File: src/rtl/hpsk_pkg.sv
// Package for the heater controller: command codes, register indexes,
// setpoint limits and the shared types. No dependencies.
package hpsk_pkg;

	localparam int TEMP_W  = 12;
	localparam int SP_W    = 6;
	localparam int ERR_W   = 8;
	localparam int DRIVE_W = 16;
	localparam int INTEG_W = 17;
	localparam int GAIN_W  = 8;
	localparam int TICK_W  = 8;
	localparam int SUM_W   = 21;
	localparam int S_DATA_W = 24;
	localparam int M_DATA_W = 32;

	localparam logic [2:0] OP_SAMPLE  = 3'd0;
	localparam logic [2:0] OP_KEY_UP  = 3'd1;
	localparam logic [2:0] OP_KEY_DN  = 3'd2;
	localparam logic [2:0] OP_TICK    = 3'd3;
	localparam logic [2:0] OP_LOAD_SP = 3'd4;

	localparam logic [2:0] REG_GAIN_PROP   = 3'd0;
	localparam logic [2:0] REG_GAIN_INTEG  = 3'd1;
	localparam logic [2:0] REG_GAIN_DERIV  = 3'd2;
	localparam logic [2:0] REG_INTEG_UPPER = 3'd3;
	localparam logic [2:0] REG_INTEG_LOWER = 3'd4;
	localparam logic [2:0] REG_DRIVE_UPPER = 3'd5;
	localparam logic [2:0] REG_DRIVE_LOWER = 3'd6;
	localparam logic [2:0] REG_MODE_TMO    = 3'd7;

	localparam logic [SP_W-1:0]   SP_MAX    = 6'd55;
	localparam logic [SP_W-1:0]   SP_MIN    = 6'd10;
	localparam logic [TICK_W-1:0] TICKS_SAT = 8'd255;

	typedef struct packed {
		logic [GAIN_W-1:0]         gain_prop;
		logic [GAIN_W-1:0]         gain_integ;
		logic [GAIN_W-1:0]         gain_deriv;
		logic signed [INTEG_W-1:0] integ_upper;
		logic signed [INTEG_W-1:0] integ_lower;
		logic [DRIVE_W-1:0]        drive_upper;
		logic [DRIVE_W-1:0]        drive_lower;
		logic [TICK_W-1:0]         mode_timeout;
	} hpsk_cfg_t;

	typedef struct packed {
		logic               heater_on;
		logic [DRIVE_W-1:0] drive_level;
	} hpsk_law_t;

endpackage

File: src/rtl/hpsk_law.sv
// PID control law for the heater controller: proportional, clamped integral
// and derivative terms, then the drive clamp. Depends on hpsk_pkg.
module hpsk_law
	import hpsk_pkg::*;
(
	input  hpsk_cfg_t               cfg,
	input  logic signed [ERR_W-1:0] err,
	input  logic signed [ERR_W-1:0] err1,
	input  logic signed [ERR_W-1:0] err2,
	output hpsk_law_t               law
);

	logic signed [ERR_W:0]     de1;
	logic signed [ERR_W+1:0]   de2;
	logic signed [17:0]        p_term;
	logic signed [INTEG_W-1:0] i_raw;
	logic signed [INTEG_W-1:0] i_hi;
	logic signed [INTEG_W-1:0] i_term;
	logic signed [18:0]        d_term;
	logic signed [SUM_W-1:0]   sum;
	logic signed [SUM_W-1:0]   lim_hi;
	logic signed [SUM_W-1:0]   lim_lo;
	logic signed [SUM_W-1:0]   lvl_hi;
	logic signed [SUM_W-1:0]   lvl;

	always_comb begin
		de1    = (ERR_W+1)'(err) - (ERR_W+1)'(err1);
		de2    = (ERR_W+2)'(err) - ((ERR_W+2)'(err1) <<< 1) + (ERR_W+2)'(err2);
		p_term = $signed({1'b0, cfg.gain_prop}) * de1;
		i_raw  = $signed({1'b0, cfg.gain_integ}) * err;
		d_term = $signed({1'b0, cfg.gain_deriv}) * de2;
		i_hi   = (i_raw > cfg.integ_upper) ? cfg.integ_upper : i_raw;
		i_term = (i_hi < cfg.integ_lower) ? cfg.integ_lower : i_hi;
		sum    = SUM_W'(p_term) + SUM_W'(i_term) + SUM_W'(d_term);
		lim_hi = $signed({{(SUM_W-DRIVE_W){1'b0}}, cfg.drive_upper});
		lim_lo = $signed({{(SUM_W-DRIVE_W){1'b0}}, cfg.drive_lower});
		lvl_hi = (sum > lim_hi) ? lim_hi : sum;
		lvl    = (lvl_hi < lim_lo) ? lim_lo : lvl_hi;
		law.heater_on   = !sum[SUM_W-1] && !err[ERR_W-1];
		law.drive_level = law.heater_on ? lvl[DRIVE_W-1:0] : '0;
	end

endmodule

File: src/rtl/heater_pid_with_setpoint_keys.sv
// Top level of the heater controller: input stage, command decode, state,
// configuration registers and result register. Depends on hpsk_pkg, hpsk_law.
//
// One command per transaction: sample, up key, down key, tick or setpoint load.
// Every command yields exactly one result. A command is held in the input
// stage, where the error, the PID law and the key and timeout logic run
// in a single pass, and its result is written to the output register in the
// same cycle as the state update. A command goes through the input stage
// register and then the output register; a new command is accepted every
// cycle while the output side keeps taking results. Configuration writes
// take effect on the next cycle and are meant for idle periods only.
module heater_pid_with_setpoint_keys
	import hpsk_pkg::*;
(
	input  logic                clk,
	input  logic                arst_n,
	input  logic                s_tvalid,
	output logic                s_tready,
	// [2:0] opcode, [14:3] temperature, [20:15] load_value, [23:21] zero
	input  logic [S_DATA_W-1:0] s_tdata,
	output logic                m_tvalid,
	input  logic                m_tready,
	// [0] control_ran, [1] heater_on, [17:2] drive_level, [23:18] setpoint_now,
	// [24] in_set_mode, [31:25] zero
	output logic [M_DATA_W-1:0] m_tdata,
	input  logic                cfg_we,
	input  logic [2:0]          cfg_index,
	input  logic [INTEG_W-1:0]  cfg_data
);

	hpsk_cfg_t cfg_q;

	logic                       valid_s1;
	logic [2:0]                 op_s1;
	logic signed [TEMP_W-1:0]   temp_s1;
	logic [SP_W-1:0]            load_s1;

	logic [SP_W-1:0]            setpoint_q;
	logic                       set_mode_q;
	logic [TICK_W-1:0]          ticks_q;
	logic signed [ERR_W-1:0]    err_latest_q;
	logic signed [ERR_W-1:0]    err_before_q;

	logic                       out_valid_q;
	logic [M_DATA_W-1:0]        out_data_q;

	logic                       advance;
	logic signed [TEMP_W:0]     mag;
	logic signed [TEMP_W:0]     diff;
	logic signed [TEMP_W:0]     diff_adj;
	logic signed [ERR_W-1:0]    err;
	hpsk_law_t                  law;

	logic [SP_W-1:0]            setpoint_d;
	logic                       set_mode_d;
	logic [TICK_W-1:0]          ticks_d;
	logic [TICK_W-1:0]          ticks_inc;
	logic                       ran_d;
	logic                       shift_err;

	assign advance  = valid_s1 && (!out_valid_q || m_tready);
	assign s_tready = !valid_s1 || advance;
	assign m_tvalid = out_valid_q;
	assign m_tdata  = out_data_q;

	always_comb begin
		mag      = temp_s1[TEMP_W-1] ? -(TEMP_W+1)'(temp_s1) : (TEMP_W+1)'(temp_s1);
		diff     = $signed({{(TEMP_W+1-SP_W-4){1'b0}}, setpoint_q, 4'b0000}) - mag;
		diff_adj = diff[TEMP_W] ? diff + (TEMP_W+1)'(15) : diff;
		err      = diff_adj[ERR_W+3:4];
	end

	hpsk_law u_law (
		.cfg  (cfg_q),
		.err  (err),
		.err1 (err_latest_q),
		.err2 (err_before_q),
		.law  (law)
	);

	always_comb begin
		setpoint_d = setpoint_q;
		set_mode_d = set_mode_q;
		ticks_d    = ticks_q;
		ran_d      = 1'b0;
		shift_err  = 1'b0;
		ticks_inc  = (ticks_q < TICKS_SAT) ? ticks_q + TICK_W'(1) : ticks_q;
		unique case (op_s1)
			OP_SAMPLE: begin
				ran_d     = !set_mode_q;
				shift_err = !set_mode_q;
			end
			OP_KEY_UP: begin
				set_mode_d = 1'b1;
				ticks_d    = '0;
				if (setpoint_q < SP_MAX) begin
					setpoint_d = setpoint_q + SP_W'(1);
				end
			end
			OP_KEY_DN: begin
				set_mode_d = 1'b1;
				ticks_d    = '0;
				if (setpoint_q > SP_MIN) begin
					setpoint_d = setpoint_q - SP_W'(1);
				end
			end
			OP_TICK: begin
				if (set_mode_q) begin
					if (ticks_inc > cfg_q.mode_timeout) begin
						ticks_d    = '0;
						set_mode_d = 1'b0;
					end else begin
						ticks_d = ticks_inc;
					end
				end
			end
			OP_LOAD_SP: begin
				setpoint_d = load_s1;
			end
			default: begin
			end
		endcase
	end

	always_ff @(posedge clk or negedge arst_n) begin
		if (!arst_n) begin
			cfg_q.gain_prop    <= 8'd40;
			cfg_q.gain_integ   <= 8'd80;
			cfg_q.gain_deriv   <= 8'd50;
			cfg_q.integ_upper  <= 17'sd1000;
			cfg_q.integ_lower  <= -17'sd1000;
			cfg_q.drive_upper  <= 16'd1000;
			cfg_q.drive_lower  <= 16'd0;
			cfg_q.mode_timeout <= 8'd150;
		end else if (cfg_we) begin
			unique case (cfg_index)
				REG_GAIN_PROP:   cfg_q.gain_prop    <= cfg_data[GAIN_W-1:0];
				REG_GAIN_INTEG:  cfg_q.gain_integ   <= cfg_data[GAIN_W-1:0];
				REG_GAIN_DERIV:  cfg_q.gain_deriv   <= cfg_data[GAIN_W-1:0];
				REG_INTEG_UPPER: cfg_q.integ_upper  <= $signed(cfg_data);
				REG_INTEG_LOWER: cfg_q.integ_lower  <= $signed(cfg_data);
				REG_DRIVE_UPPER: cfg_q.drive_upper  <= cfg_data[DRIVE_W-1:0];
				REG_DRIVE_LOWER: cfg_q.drive_lower  <= cfg_data[DRIVE_W-1:0];
				REG_MODE_TMO:    cfg_q.mode_timeout <= cfg_data[TICK_W-1:0];
			endcase
		end
	end

	always_ff @(posedge clk or negedge arst_n) begin
		if (!arst_n) begin
			valid_s1 <= 1'b0;
		end else if (s_tready) begin
			valid_s1 <= s_tvalid;
		end
	end

	always_ff @(posedge clk) begin
		if (s_tready && s_tvalid) begin
			op_s1   <= s_tdata[2:0];
			temp_s1 <= $signed(s_tdata[14:3]);
			load_s1 <= s_tdata[20:15];
		end
	end

	always_ff @(posedge clk or negedge arst_n) begin
		if (!arst_n) begin
			setpoint_q   <= '0;
			set_mode_q   <= 1'b0;
			ticks_q      <= '0;
			err_latest_q <= '0;
			err_before_q <= '0;
		end else if (advance) begin
			setpoint_q <= setpoint_d;
			set_mode_q <= set_mode_d;
			ticks_q    <= ticks_d;
			if (shift_err) begin
				err_before_q <= err_latest_q;
				err_latest_q <= err;
			end
		end
	end

	always_ff @(posedge clk or negedge arst_n) begin
		if (!arst_n) begin
			out_valid_q <= 1'b0;
		end else if (advance) begin
			out_valid_q <= 1'b1;
		end else if (m_tready) begin
			out_valid_q <= 1'b0;
		end
	end

	always_ff @(posedge clk) begin
		if (advance) begin
			out_data_q <= {7'b0, set_mode_d, setpoint_d,
				ran_d ? law.drive_level : {DRIVE_W{1'b0}},
				ran_d && law.heater_on, ran_d};
		end
	end

endmodule

File: config.mk
export PLATFORM = sky130hd
export DESIGN_NAME = heater_pid_with_setpoint_keys
export DESIGN_NICKNAME = d
export VERILOG_FILES = /design/src/rtl/hpsk_pkg.sv /design/src/rtl/hpsk_law.sv /design/src/rtl/heater_pid_with_setpoint_keys.sv
export SDC_FILE = /design/constraint.sdc
export NUM_CORES = 1
export LEC_CHECK = 0
export BUFFER_PORTS_ARGS = -buffer_cell sky130_fd_sc_hd__buf_4
export CORE_MARGIN = 2
export CORE_UTILIZATION = 35
export DETAILED_ROUTE_END_ITERATION = 10
export GPL_TIMING_DRIVEN = 0
export PLACE_DENSITY = 0.6
export SYNTH_ARGS = -nofsm -noshare
export SYNTH_HDL_FRONTEND = slang
export SYNTH_SLANG_ARGS = --single-unit
File: constraint.sdc
create_clock -name clk -period 28.1 [get_ports clk]
set_input_delay 8.43 -clock clk [delete_from_list [all_inputs] [get_ports clk]]
set_output_delay 8.43 -clock clk [all_outputs]
set_load 0.02 [all_outputs]
==> run summary, run 1 <==
# resized after CTS - 0
Root cell of the clock tree - clkbuf_16
Tcrit/Tclk final - 85.7%
Worst rel slew slack - 8.35%
Post-Syn Area - 0.0212 mm2
F_max - 41.5 MHz
WS Path Type - flop to flop
Number of clock sinks - 177
Antenna violations before repair - 5
Share of post-route cells with drive strength above 1 - 13.0%
Post-CTS Setup Inserts - 0
Synth cell types - 82
CTS tree - yes
Crit Path Max Fanout - 10
Largest area contributor in the netlist - fa_1
WL per Instance - 18.1 um
Initial DRC Count - 997
Critical-path top delay cell - a2111oi_0
Final hold viol count - 0
Worst path required time - 28340 ps
Hold EP - m_tvalid
Worst setup SP type - flop
Max-cap viol count - 0
Number of flops mapped to enable cells by yosys - 46
CTS Hold Bufs - 0
Number of routed nets with antenna violations - 0
Slew Limit Fails - 0
First-pass GRT wire length - 91000 um
Synthesized area per cell - 9.45 um2
CTS H-tree depth - 4
RR Endpoint - m_tdata[10]
I/O pins - 83
Worst R2R Path Depth - 85
Hold Crit Start - valid_s1
Worst path max stage delay - 760 ps
Placed Instances - 3106
Final core occ - 39.0%
Top-area cell type share of the netlist area - 19.1%
Synthesized netlist cell count - 2248
Area growth, synth to finish - 10.3%
Period minus WS final - 24090 ps
Crit. End Element - flop
Final wirelength - 56900 um
Largest net degree at the start of global routing - 71
DR pass1 iterations - 6
RSZ-0062 raised after global routing - false
CTS Buf Count - 17
Measured slew at the worst slew-check pin - 1360 ps
# port buffers - 68
Post-DP HPWL - 45800 um
Die width - 250 um
Worst skew pair latency - 480 ps
Yosys warning total - 0
Routability congestion estimate - 0.944
Worst min path class - flop to flop
Row cnt - 90
# setup viols final - 0
Worst r2r src - temp_s1[0]
Commonest cells post-synth - inv_1, ha_1, fa_1
Hold Path Cell Cnt - 1
Synth async-reset ratio - 74.0%
Max Buffers Root-to-Sink - 2
Filler cells - 5982
Core Area - 0.0601 mm2
Crit path DAT - 24330 ps
Via/cell ratio - 5.19
Final setup margin - 4010 ps
Count leader, synth - inv_1
Number of global-route vias before repair - 16.5k
Gr usage total - 18.5%
DR vias - 16.3k
Post-Place Setup Slack - 4330 ps
Setup_tns - 0 ps
Drc violations - 0
R2r setup slk - 4010 ps
Status - finished clean
Height of the die - 250 um
Non-Filler Instances - 3142
# nets final - 2835
Top cells by area, synth - fa_1, ha_1, dfrtp_1, inv_1, edfxtp_1
Seq/Total Area, Yosys - 22.1%
Clock transition at the registers of the reported paths - 80 ps
Die area - 0.0627 mm2
Starting density of the core - 35.3%
Gr ovfl total - 0
Count of state elements after synthesis - 177
Top_reg_cell synth - dfrtp_1
Clk_skew - 23.2 ps
how the worst max path moves through the flow:
stage                     from     endpoint  slack, ps  cells after the start
floorplan           temp_s1[0]   m_tdata[2]       8120                     86
global placement    temp_s1[0]  m_tdata[10]       4420                     85
detailed placement  temp_s1[0]  m_tdata[10]       4330                     86
CTS                 temp_s1[0]  m_tdata[10]       4210                     86
global route        temp_s1[0]  m_tdata[10]       2560                     86
finish              temp_s1[0]  m_tdata[10]       4010                     85
layer usage:
metal	vias up	routed length, um	GRT usage [%]
met5	-	20	0
met4	4	1490	6.02
met3	71	2590	2.94
met2	375	27500	30.6
met1	8143	25300	24.6
li1	7713	-	-
state kept, by name, summed over array words and instances (netlist names), 3 cells and up:
signal / flops
load_s1: 6
err_before_q: 8
ticks_q: 8
cfg_q: 98
err_latest_q: 8
setpoint_q: 6
m_tdata: 25
op_s1: 3
temp_s1: 12
stage by stage:
step / hold slack [ps] / cell area (um2)
after floorplan: 449 / 21300
after global placement: 468 / 22800
after detailed placement: 487 / 22800
after CTS: 498 / 23400
after global routing: 532 / 23400
final: 490 / 23400
area by class of cell:
type / count / area [um2] / area share [%]
sequential: 177 / 4700 / 20.1
multi-input combinational: 1615 / 14800 / 63.0
buffer: 79 / 365 / 1.56
clock inverter: 14 / 161 / 0.689
antenna: 2 / 5.00 / 0.0214
inverter: 383 / 1440 / 6.14
timing repair buffer: 72 / 572 / 2.44
clock buffer: 18 / 439 / 1.87
tap: 782 / 978 / 4.18
critical path, delay by kind of cell (launching register included):
| kind | cells | cell delay [ps] |
|---|---|---|
| xor gates and xnor gates | 5 | 1300 |
| AOI/OAI and AO/OA | 36 | 8840 |
| DFF | 1 | 380 |
| muxes | 2 | 860 |
| and+or+nand+nor | 10 | 2430 |
| adders and majority gates | 16 | 6830 |
| buffers and inverters | 16 | 3170 |
kinds of logic after synthesis:
group                    after synthesis  synth area share, %
buffers and inverters                462                 8.48
other                                  1               0.0177
AND/OR/NAND/NOR                      625                 15.5
multiplexers                         138                 7.14
XOR/XNOR                              69                 2.88
adder cells (fa/ha/maj)              441                 33.1
flip-flops                           177                 22.1
AO/OA/AOI/OAI                        335                 10.7
placed cells by master (no fill, tap or decap), drive strengths merged, types with 46 or more instances in the layout:
master	n
inv	391
ha	238
fa	203
nand2	158
mux2	108
and2	101
dfrtp	99
buf	90
nor2	89
a21oi	81
clkbuf	79
o21ai	73
nor3	55
edfxtp	46
Power of run 1 is not shown: default switching activity piles up to over one toggle a cycle in this logic, so the estimate is an artifact.
==> inputs of run 2 (changes only) <==
- CORE_UTILIZATION: 35 -> 50
- MAX_ROUTING_LAYER: default -> met4
- PLACE_DENSITY: 0.6 -> 0.77
==> run 2 against run 1 <==
- sequential share of layout area is 0.24 points higher
- register-to-register slack better by 120 ps
- non-clock buffer count is 3 lower
- first-iteration DRC count is 29% higher
- utilization is 16 points higher
- final area is 1.2% lower
- global-route usage is 8.0 points higher
- fmax is 0.51% higher
- setup slack better by 120 ps
==> run summary, run 2 (synthesis results as in run 1) <==
Post-Place Setup Slack - 4610 ps
CTS tree - yes
Cell depth of the worst setup path - 83
Crit. End Element - flop
Gr ovfl total - 0
Starting density of the core - 50.6%
Worst setup SP type - flop
Critical-path top delay cell - fa_1
CTS H-tree depth - 4
Max Buffers Root-to-Sink - 2
WS Path Type - flop to flop
Commonest non-fill, non-tap cell in the layout - inv_1
Area growth, synth to finish - 8.97%
Number of global-route vias before repair - 17.1k
Worst path max stage delay - 660 ps
Number of flip-flops under the largest register name - 98
DR vias - 16.7k
# resized after CTS - 0
# nets final - 2832
Hold Path Cell Cnt - 2
Root cell of the clock tree - clkbuf_16
DR pass1 iterations - 5
Clock transition at the registers of the reported paths - 80 ps
Worst skew pair latency - 460 ps
Antenna violations before repair - 4
Share of post-route cells with drive strength above 1 - 13.0%
WL per Instance - 19.0 um
Multi-input gate area - 0.0148 mm2
Initial DRC Count - 1291
Slew Limit Fails - 0
Most flop-heavy register - cfg_q
Worst min path class - flop to flop
Measured slew at the worst slew-check pin - 1440 ps
CTS Hold Bufs - 0
Core Area - 0.0419 mm2
Final setup margin - 4140 ps
Commonest cells after routing, fill and taps aside - inv_1, ha_1, fa_1
Via/cell ratio - 5.75
Dpl cell area - 0.0225 mm2
Crit-path most repeated cell - fa_1
CTS Buf Count - 17
Period minus WS final - 23960 ps
Drc violations - 0
Setup_tns - 0 ps
I/O pins - 83
Register area - 0.00470 mm2
F_max - 41.7 MHz
Number of routed nets with antenna violations - 0
Tcrit/Tclk final - 85.3%
Height of the die - 210 um
Largest net degree at the start of global routing - 69
# setup viols final - 0
Gr usage total - 26.5%
Crit path DAT - 24210 ps
Post-CTS Setup Inserts - 0
Final instance area - 0.0231 mm2
WP buf/inv - 16
Final wirelength - 55100 um
Post-DP HPWL - 44100 um
Crit Path Max Fanout - 10
RSZ-0062 raised after global routing - false
Worst rel slew slack - 3.24%
Row cnt - 75
Worst path required time - 28340 ps
Routability congestion estimate - 1.02
Status - finished clean
Number of clock sinks - 177
First-pass GRT wire length - 89300 um
Clk_skew - 14.9 ps
Non-Filler Instances - 2896
Placed Instances - 2862
# port buffers - 68
Filler cells - 3649
Final hold viol count - 0
Die width - 210 um
Delay-heaviest family, CP - compound AO/OA/AOI/OAI gates
Worst R2R Path Depth - 83
Max-cap viol count - 0
Die area - 0.0442 mm2
[run 2: cell types whose count changed in the layout (fill, tap and decap cells not counted), sizes merged]
cell and change:
clkinv -3, clkbuf +3, buf -3, bufinv +3
inv -3
[run 2: per-layer routing]
metal  vias to the layer above  wire length (um)  track usage [%]
met5                         -                 0                -
met4                         0              1900             9.22
met3                       110              3440             3.43
met2                       550             26300             43.0
met1                      8283             23400             34.3
li1                       7717                 -                -
[run 2: worst min-delay path, cell delays in order, from the launching register on]
cell and delay [ps]:
dfrtp_1 350, nand2_1 50, o21ai_0 60
[run 2: layout make-up]
class	instances	area share [%]
plain buffers	79	1.58
flip-flops and latches	177	20.3
clock inverters	11	0.708
inverters	383	6.21
clock buffers	21	2.08
well taps	539	2.91
multi-input cells	1615	63.9
repair buffers	69	2.34
diodes	2	0.0216
[run 2: final timing paths]
check	end	slack, ps	start
max	m_tdata[5]	4140	temp_s1[0]
min	err_latest_q[7]	500	err_latest_q[7]
max reg2reg	m_tdata[5]	4140	temp_s1[0]
min reg2reg	err_latest_q[7]	500	err_latest_q[7]
max in group asynchronous	cfg_q[33]	19300	arst_n
min in group asynchronous	setpoint_q[0]	7970	arst_n
[run 2: metrics by stage]
step / utilization (%) / hold WS, ps
after CTS: 55.2 / 505
after floorplan: - / 449
after global routing: 55.2 / 530
after global placement: 53.5 / 468
after detailed placement: 53.6 / 484
final: 55.2 / 499
Power of run 2 is left out for the same reason.
==> inputs of run 3 (changes only) <==
- SYNTH_HIERARCHICAL: default -> 1
==> run 3 against run 2 <==
- register-to-register slack improved by 770 ps
- clock-buffer cell count did not move
- utilization rose by 0.13 points
- hold slack improved by 7.1 ps
- setup slack improved by 770 ps
- critical path depth fell by 2
- synthesized area fell by 2.2%
- die area fell by 2.1%
- global-route usage fell by 2.1 points
- synthesized cell count fell by 6.6%
- non-clock buffer count fell by 24
- fmax rose by 3.3%
==> run summary, run 3 <==
Status - finished clean
Synthesized netlist cell count - 2099
DR vias - 15.2k
Root cell of the clock tree - clkbuf_16
Commonest cells post-synth - inv_1, ha_1, fa_1
Critical-path top delay cell - xnor2_1
Drc violations - 0
Largest net degree at the start of global routing - 69
Starting density of the core - 50.8%
Number of clock sinks - 177
Worst R2R Path Depth - 81
Crit path to - m_tdata[13]
Count leader, synth - inv_1
Routability congestion estimate - 0.947
Clk_skew - 13.2 ps
Die width - 208 um
Area growth, synth to finish - 8.96%
WL per Instance - 18.3 um
Initial DRC Count - 939
Number of flip-flops under the largest register name - 98
Max Buffers Root-to-Sink - 2
Largest area contributor in the netlist - fa_1
# setup viols final - 0
Commonest cells after routing, fill and taps aside - inv_1, ha_1, fa_1
Number of flops mapped to enable cells by yosys - 46
Via/cell ratio - 5.53
Min Hold Slack - 506 ps
Period minus WS final - 23190 ps
Top_reg_cell synth - dfrtp_1
Xor and xnor area share after synthesis - 3.28%
Largest family of logic cells by synthesized area - adder cells
# nets final - 2683
Synth cell types - 88
Clock transition at the registers of the reported paths - 70 ps
Worst path required time - 28300 ps
Core Area - 0.0409 mm2
Antenna violations before repair - 2
Synth async-reset ratio - 74.0%
Gr ovfl total - 0
Measured slew at the worst slew-check pin - 1410 ps
Crit path DAT - 23390 ps
CTS Hold Bufs - 0
Seq/Total Area, Yosys - 22.6%
DR pass1 iterations - 7
R2r setup slk - 4910 ps
Delay-heaviest family, CP - compound AO/OA/AOI/OAI gates
Synthesized area per cell - 9.90 um2
Worst r2r src - temp_s1[2]
Worst setup SP type - flop
Worst skew pair latency - 440 ps
Final hold viol count - 0
Worst min path class - flop to flop
Post-synthesis simple-gate area fraction - 13.6%
Top-area cell type share of the netlist area - 19.6%
Row cnt - 74
Commonest non-fill, non-tap cell in the layout - inv_1
Post-CTS Setup Inserts - 0
Final wirelength - 50100 um
Setup_tns - 0 ps
Crit. End Element - flop
# resized after CTS - 0
Tcrit/Tclk final - 82.5%
Share of post-route cells with drive strength above 1 - 15.0%
Most flop-heavy register - cfg_q
Slew Limit Fails - 0
Yosys warning total - 6
Die area - 0.0432 mm2
Height of the die - 208 um
Number of global-route vias before repair - 16.0k
Crit path from - temp_s1[2]
I/O pins - 83
CTS tree - yes
Top cells by area, synth - fa_1, ha_1, dfrtp_1, mux2_2, inv_1
WS Path Type - flop to flop
F_max - 43.1 MHz
RR Endpoint - m_tdata[13]
Post-DP HPWL - 40000 um
Worst rel slew slack - 5.53%
Max-cap viol count - 0
Number of routed nets with antenna violations - 0
Post-Syn Area - 0.0208 mm2
Crit-path most repeated cell - fa_1
Crit Path Max Fanout - 10
Count of state elements after synthesis - 177
RSZ-0062 raised after global routing - false
First-pass GRT wire length - 82400 um
Post-synthesis compound-gate area fraction - 8.93%
Worst path max stage delay - 1080 ps
Adder-cell share of the synthesized area - 33.8%
WP buf/inv - 10
Gr usage total - 24.4%
CTS Buf Count - 17
Post-synthesis mux area share - 9.42%
CTS H-tree depth - 4
# port buffers - 68
Cell depth of the worst setup path - 81
## run 3: through the flow
| stage | area, um2 | setup WS [ps] | cells | util [%] |
|---|---|---|---|---|
| after global routing | 22600 | 3860 | 2740 | 55.3 |
| after CTS | 22600 | 5220 | 2739 | 55.3 |
| final | 22600 | 4910 | 2740 | 55.3 |
| after floorplan | 20800 | 9110 | 2105 | - |
| after global placement | 22000 | 5580 | 2705 | 53.7 |
| after detailed placement | 22000 | 5320 | 2707 | 53.8 |
## run 3: kinds of logic (layout without fill, tap and decap cells)
family                   Yosys count  count (layout)
AND/OR/NAND/NOR                  531             531
buffers and inverters            447             549
adder cells (fa/ha/maj)          440             440
AO/OA/AOI/OAI                    256             256
flip-flops                       177             177
multiplexers                     170             170
XOR/XNOR                          77              77
other                              1               8
## run 3: worst reg2reg max path: cells and delay by family, from the launching register on
kind | cells | cell delay [ps]
compound gates | 31 | 7200
fa+ha+maj | 16 | 6830
simple gates | 17 | 3950
xor+xnor | 5 | 2080
buf+inv | 10 | 1960
mux | 2 | 480
flops | 1 | 440
## run 3: layout make-up
type                       instances  area [um2]
fill                            3541       18300
multi-input combinational       1481       14400
sequential                       177        4700
inverter                         393        1480
tap                              532         666
timing repair buffer              70         549
clock buffer                      21         460
buffer                            54         255
clock inverter                    11         140
antenna                            1        2.50
## run 3: per-layer routing
layer | global-route usage [%] | routed length [um] | vias to the layer above
met1 | 31.3 | 21700 | 7535
li1 | - | - | 7114
met5 | - | 0 | -
met4 | 8.41 | 1600 | 0
met2 | 40.2 | 24400 | 410
met3 | 2.93 | 2340 | 94
## run 3: worst min-delay path by stage
stage / startpoint / end / slack [ps] / cells past startpoint
after floorplan: valid_s1 / m_tvalid / 460 / 1
after global routing: cfg_q[61] / cfg_q[61] / 520 / 1
final: valid_s1 / m_tvalid / 510 / 1
after CTS: valid_s1 / m_tvalid / 510 / 1
after detailed placement: cfg_q[3] / cfg_q[3] / 500 / 1
after global placement: valid_s1 / m_tvalid / 470 / 1
Power of run 3 is left out for the same reason.
